`src/hw/rtl/mm3_pkg.sv`:
```
// ----------------------------------------------------------------------------
// mm3_pkg
// shared types, constants and helper functions for the murmur3 x64_128 engine
// ----------------------------------------------------------------------------
package mm3_pkg;

   localparam logic [63:0] MIX_C1     = 64'h87c37b91114253d5;
   localparam logic [63:0] MIX_C2     = 64'h4cf5ad432745937f;
   localparam logic [63:0] LANE1_ADD  = 64'h0000000052dce729;
   localparam logic [63:0] LANE2_ADD  = 64'h0000000038495ab5;
   localparam logic [63:0] FIN_M1     = 64'hff51afd7ed558ccd;
   localparam logic [63:0] FIN_M2     = 64'hc4ceb9fe1a85ec53;
   localparam logic [31:0] SEED_RESET = 32'h4e55436c;

   localparam logic [4:0] BLOCK_BYTES = 5'd16;

   typedef enum logic [3:0] {
      ST_IDLE,
      ST_B1_PART,
      ST_B1_SUM,
      ST_B2_PART,
      ST_B2_SUM,
      ST_LANE_ONE,
      ST_LANE_TWO,
      ST_TAIL,
      ST_FIN_PREP,
      ST_FIN_FOLD,
      ST_F1_PART,
      ST_F1_SUM,
      ST_F2_PART,
      ST_F2_SUM,
      ST_FIN_ADD,
      ST_FIN_OUT
   } state_type;

   typedef enum logic [3:0] {
      OP_NONE,
      OP_LOAD,
      OP_MUL_PART,
      OP_MUL_SUM,
      OP_LANE_ONE,
      OP_LANE_TWO,
      OP_TAIL,
      OP_FIN_PREP,
      OP_FIN_FOLD,
      OP_FIN_ADD,
      OP_FIN_OUT
   } op_type;

   typedef enum logic [1:0] {
      CSEL_BODY_ONE,
      CSEL_BODY_TWO,
      CSEL_FIN_ONE,
      CSEL_FIN_TWO
   } csel_type;

   typedef enum logic [1:0] {
      WB_ROTATE,
      WB_PLAIN,
      WB_FOLD
   } wb_type;

   typedef struct packed {
      op_type   op;
      csel_type csel;
      wb_type   wb;
   } cmd_type;

   typedef struct packed {
      logic last;
      logic full;
      logic out_busy;
   } status_type;

   function automatic logic [63:0] rotl64(input logic [63:0] v, input int unsigned n);
      return (v << n) | (v >> (64 - n));
   endfunction

   // keeps the low count bytes of a word, count 0 to 8
   function automatic logic [63:0] byte_mask(input logic [3:0] count);
      logic [63:0] m;
      if (count >= 4'd8) begin
         m = '1;
      end else begin
         m = (64'd1 << {count[2:0], 3'b000}) - 64'd1;
      end
      return m;
   endfunction

   function automatic logic [63:0] fold33(input logic [63:0] v);
      return v ^ (v >> 33);
   endfunction

endpackage

```
`src/hw/rtl/mm3_ctrl.sv`:
```
// ----------------------------------------------------------------------------
// mm3_ctrl
// sequencer: steps the datapath through body, tail and finalizer operations
// ----------------------------------------------------------------------------
module mm3_ctrl import mm3_pkg::*; (
   input  logic       clock,
   input  logic       reset,
   input  logic       req_valid,
   output logic       req_ready,
   input  status_type status,
   output cmd_type    cmd
);

   state_type state_ff, state_in;

   always_ff @(posedge clock) begin
      if (reset) begin
         state_ff <= ST_IDLE;
      end else begin
         state_ff <= state_in;
      end
   end

   // next state
   always_comb begin
      state_in = state_ff;
      unique case (state_ff)
         ST_IDLE:     if (req_valid) state_in = ST_B1_PART;
         ST_B1_PART:  state_in = ST_B1_SUM;
         ST_B1_SUM:   state_in = ST_B2_PART;
         ST_B2_PART:  state_in = ST_B2_SUM;
         ST_B2_SUM:   state_in = status.full ? ST_LANE_ONE : ST_TAIL;
         ST_LANE_ONE: state_in = ST_LANE_TWO;
         ST_LANE_TWO: state_in = status.last ? ST_FIN_PREP : ST_IDLE;
         ST_TAIL:     state_in = ST_FIN_PREP;
         ST_FIN_PREP: state_in = ST_FIN_FOLD;
         ST_FIN_FOLD: state_in = ST_F1_PART;
         ST_F1_PART:  state_in = ST_F1_SUM;
         ST_F1_SUM:   state_in = ST_F2_PART;
         ST_F2_PART:  state_in = ST_F2_SUM;
         ST_F2_SUM:   state_in = ST_FIN_ADD;
         ST_FIN_ADD:  state_in = ST_FIN_OUT;
         ST_FIN_OUT:  if (!status.out_busy) state_in = ST_IDLE;
         default:     state_in = ST_IDLE;
      endcase
   end

   // outputs
   always_comb begin
      req_ready = 1'b0;
      cmd.op    = OP_NONE;
      cmd.csel  = CSEL_BODY_ONE;
      cmd.wb    = WB_PLAIN;
      unique case (state_ff)
         ST_IDLE: begin
            req_ready = 1'b1;
            if (req_valid) cmd.op = OP_LOAD;
         end
         ST_B1_PART: begin
            cmd.op   = OP_MUL_PART;
            cmd.csel = CSEL_BODY_ONE;
         end
         ST_B1_SUM: begin
            cmd.op = OP_MUL_SUM;
            cmd.wb = WB_ROTATE;
         end
         ST_B2_PART: begin
            cmd.op   = OP_MUL_PART;
            cmd.csel = CSEL_BODY_TWO;
         end
         ST_B2_SUM: begin
            cmd.op = OP_MUL_SUM;
            cmd.wb = WB_PLAIN;
         end
         ST_LANE_ONE: cmd.op = OP_LANE_ONE;
         ST_LANE_TWO: cmd.op = OP_LANE_TWO;
         ST_TAIL:     cmd.op = OP_TAIL;
         ST_FIN_PREP: cmd.op = OP_FIN_PREP;
         ST_FIN_FOLD: cmd.op = OP_FIN_FOLD;
         ST_F1_PART: begin
            cmd.op   = OP_MUL_PART;
            cmd.csel = CSEL_FIN_ONE;
         end
         ST_F1_SUM: begin
            cmd.op = OP_MUL_SUM;
            cmd.wb = WB_FOLD;
         end
         ST_F2_PART: begin
            cmd.op   = OP_MUL_PART;
            cmd.csel = CSEL_FIN_TWO;
         end
         ST_F2_SUM: begin
            cmd.op = OP_MUL_SUM;
            cmd.wb = WB_FOLD;
         end
         ST_FIN_ADD:  cmd.op = OP_FIN_ADD;
         ST_FIN_OUT:  if (!status.out_busy) cmd.op = OP_FIN_OUT;
         default:     cmd.op = OP_NONE;
      endcase
   end

endmodule

```
`config.mk`:
```
export PLATFORM = sky130hd
export DESIGN_NAME = mm3_ctrl
export DESIGN_NICKNAME = d
export VERILOG_FILES = /design/src/hw/rtl/mm3_pkg.sv /design/src/hw/rtl/mm3_ctrl.sv
export SDC_FILE = /design/constraint.sdc
export NUM_CORES = 1
export LEC_CHECK = 0
export ABC_AREA = 1
export ABC_CLOCK_PERIOD_IN_PS = 2900
export BUFFER_PORTS_ARGS = -buffer_cell sky130_fd_sc_hd__clkbuf_2
export CAP_MARGIN = 20
export CORE_AREA = 4 4 41 43
export CTS_CLUSTER_DIAMETER = 120
export DETAILED_ROUTE_END_ITERATION = 10
export DIE_AREA = 0 0 45 47
export HOLD_SLACK_MARGIN = 0.05
export SLEW_MARGIN = 40
export SYNTH_ARGS = -nofsm -noshare
export SYNTH_HDL_FRONTEND = slang
export SYNTH_SLANG_ARGS = --single-unit
```
`constraint.sdc`:
```
create_clock -name clock -period 2.9 [get_ports clock]
set_clock_uncertainty 0.2 [all_clocks]
set_input_delay 0.58 -clock clock [delete_from_list [all_inputs] [get_ports clock]]
set_output_delay 0.58 -clock clock [all_outputs]
set_load 0.05 [all_outputs]
```
Word-level counts from Yosys, hierarchy flattened
Cells that the tools add are included.

word-level totals
  output and inout bits = 9
  input bits = 6
  logic and storage cells = 34
  flip-flop bits (word level) = 4

cells by class
  multiplexer cells = 11
  equal/unequal tests = 17
  reductions and logical operators = 5

operator list
  cell                count
  $pmux 4 s16         1
  $pmux 4 s10         1
  $eq 4x4->1 const B  8
  $eq 4x3->1 const B  4
  $mux 4              4
  $eq 4x2->1 const B  2
  $reduce_or 4->1     2
  $pmux 2 s3          1
  $eq 4x1->1 const B  1
  $logic_not 4->1     1
  $ne 2x2->1 const B  2
  $pmux 2 s2          1
  $mux 1              2
  $mux 2              1
  $reduce_and 2->1    1
  $reduce_or 2->1     1

Logic depth before layout (Yosys ltp)
  depth in word-level cells = 3
  mapped depth = 8
  mapped depth without buffers = 7

Worst setup path after synthesis
Ideal clock, no wire load.

  path type = reg-to-output
  start = reg state_ff[2]
  end = out cmd[5] (netlist bit)
  required time = 2.120 ns
  setup slack = 0.262 ns
  data arrival time = 1.858 ns
  buffers on the path = 1
  stages on the path, launching flop included = 7
  cell sequence = dfxtp_1 -> buf_2 -> inv_1 -> nand2_2 -> o21ai_1 -> nor2_1 -> nand3_1

RTL lines
  element                   line            text
  start: declaration        mm3_ctrl.sv:14  state_type state_ff, state_in;
  start signal: assignment  mm3_ctrl.sv:20  state_ff <= state_in;
  end: declaration          mm3_ctrl.sv:11  output cmd_type cmd

==> impl_metrics.yaml <==
worst_setup_path:
  worstSetupStartpointType: "flip-flop"
  crit_slowest_cell: "dfxtp_1"
  cp.required_ps: 2120
  cp-end-kind: "output port"
  crit_chain: "nand2_2 > inv_2 > nand2_1 > nor2_1 > a21oi_1 > o21ai_0 > clkbuf_2"
  cp_data_arrival_time_ps: 1600
  timing.critical_path.buf_inv: 2
  crit_type: "flip-flop to output port"
  cpLargestDelayFamily: "flip-flops"
  critPathMaxStageDelay_ps: 470
  cp_max_fo: 8
  r2r_setup_slack_ps: 1540
logic_synthesis:
  yosysMostFrequentCell: "nor2_1"
  syn-num-nets: 85
  synth_top_area_share_pct: 19.2
  syn_avg_cell_area_um2: 5.29
  ys_warn_count: 0
  synth_top_flop_cell: "dfxtp_1"
  synth_cell_types: 18
  yosys.area.top_type: "dfxtp_1"
  seq_area_frac_synth_pct: 19.2
  async_flop_share_pct: 0
  synthTopCellsByArea: "dfxtp_1, nor2_1, nand2_1"
  synth_commonest_cells: "nor2_1, nand2_1, inv_1, inv_2"
  syn_inst: 79
  synth_edf_count: 0
  netlist_area_um2: 418
  ys_ff_latch: 4
outcome:
  status: "completed"
finish:
  diodes: 0
  area_growth_pct: 25.4
  final_nets: 103
  largestRegisters: "state_ff (4)"
  drive_gt1_share_pct: 29.5
  largest_reg_flops: 4
  top_register: "state_ff"
timing:
  tightest_slew_ps: 320
  setup_viol: 0
  relSlewSlack_pct: 78.6
  fin_ws_ps: 521
  final-hold-violation-count: 0
  fmax_mhz: 420
  min_period_ps: 2380
  maxSlewViolCount: 0
  min_period_over_period_pct: 82.0
  rsz0062_at_grt: "no"
  fin_setup_tns_ps: 0
clock_network:
  root_buffer: "clkbuf_4"
  cts.sinks: 4
  worstSkewPairLatency_ps: 240
  ctsLongestPathBuffers: 2
  postCtsSetupBuffers: 0
  cts-htree-levels: 1
  cts_buffers: 3
  cts_tree: "done"
  hold_buffers: 0
  clk_pin_slew_ps: 40
  cts_resized: 0
floorplan:
  rows: 13
  core-area_um2: 1300
  die_h_um: 47
  die_w_um: 45
  die_area_um2: 2120
  initial_core_util_pct: 32.1
  boundaryPins: 15
placed_design:
  dpl.hpwl_um: 938
  placement.io_buffers: 14
  pre_cts_slack_ps: 757
  gp_congestion: 0.800
global_routing:
  grt_remaining_overflow: 0
  grt_max_degree: 10
  track_usage_pct: 12.8
  grt_pass1_vias: 469
  grt_pass1_wl_mm: 1.96
  antenna_found_initial: 0
job:
  maxCapViolations: 0
detailed_routing:
  post_drt_wl_per_cell_um: 10.2
  drt_pass1_iterations: 4
  vias_per_cell: 4.95
  drt_iter0_markers: 15
  postRouteAntennaNets: 0
  drc: 0
  drt-total-wl_mm: 1.12
  vias: 544
pwr:
  peakVddDrop_uv: 246
  p_leak_nw: 0.277
  power.density_nw_per_um2: 516
hold_path:
  hold_path_class: "input port to flip-flop"
[stage by stage]
step	utilization, %	hold WS, ps	power [W]	instance area, um^2	cells
detailed placement	38.6	484	0.000202	502	107
global placement	38.6	499	0.000203	502	107
finish	40.3	352	0.000270	524	110
floorplan	-	425	0.000173	418	79
CTS	40.3	347	0.000275	524	110
global route	40.3	359	0.000294	524	110
[placed cells by master (no fill, tap or decap), drive strengths merged]
| cell type | instances |
|---|---|
| a21oi | 3 |
| clkbuf | 17 |
| clkinv | 1 |
| dfxtp | 4 |
| inv | 12 |
| nand2 | 19 |
| nand3 | 6 |
| nand3b | 1 |
| nand4 | 1 |
| nor2 | 20 |
| o211ai | 2 |
| o21ai | 8 |
| o21bai | 1 |
[final timing paths]
check,startpoint,end,cells after the start
setup reg to reg,state_ff[0],state_ff[3],5
hold reg to reg,state_ff[3],state_ff[3],4
setup / recovery,state_ff[0],cmd[7],7
hold / removal,reset,state_ff[2],2
[cell type report]
class | count | area, um^2
Clock buffer | 3 | 22.5
Fill cell | 144 | 777
Inverter | 13 | 48.8
Multi-Input combinational cell | 61 | 284
Sequential cell | 4 | 80.1
Tap cell | 15 | 18.8
Timing Repair Buffer | 14 | 70.1
[per-layer routing]
metal / wire, um / vias to the layer above / GRT usage [%]
li1: - / 283 / -
met4: 22 / 0 / 10.5
met5: 0 / - / 0
met2: 468 / 28 / 17.8
met1: 515 / 231 / 17.2
met3: 114 / 2 / 1.92
[cell families after synthesis]
group | count (synthesis) | synth area share, %
AOI/OAI and AO/OA | 14 | 19.5
buffers and inverters | 14 | 12.9
DFF | 4 | 19.2
and+or+nand+nor | 47 | 48.5
[power breakdown]
part,total (W),switching [W],internal [W],leakage [nW]
clock network,0.0000687,0.0000225,0.0000463,0.0138
logic,0.000131,0.0000981,0.0000332,0.231
registers,0.0000705,0.0000102,0.0000602,0.0327
Power figures use the tool's default switching activity.
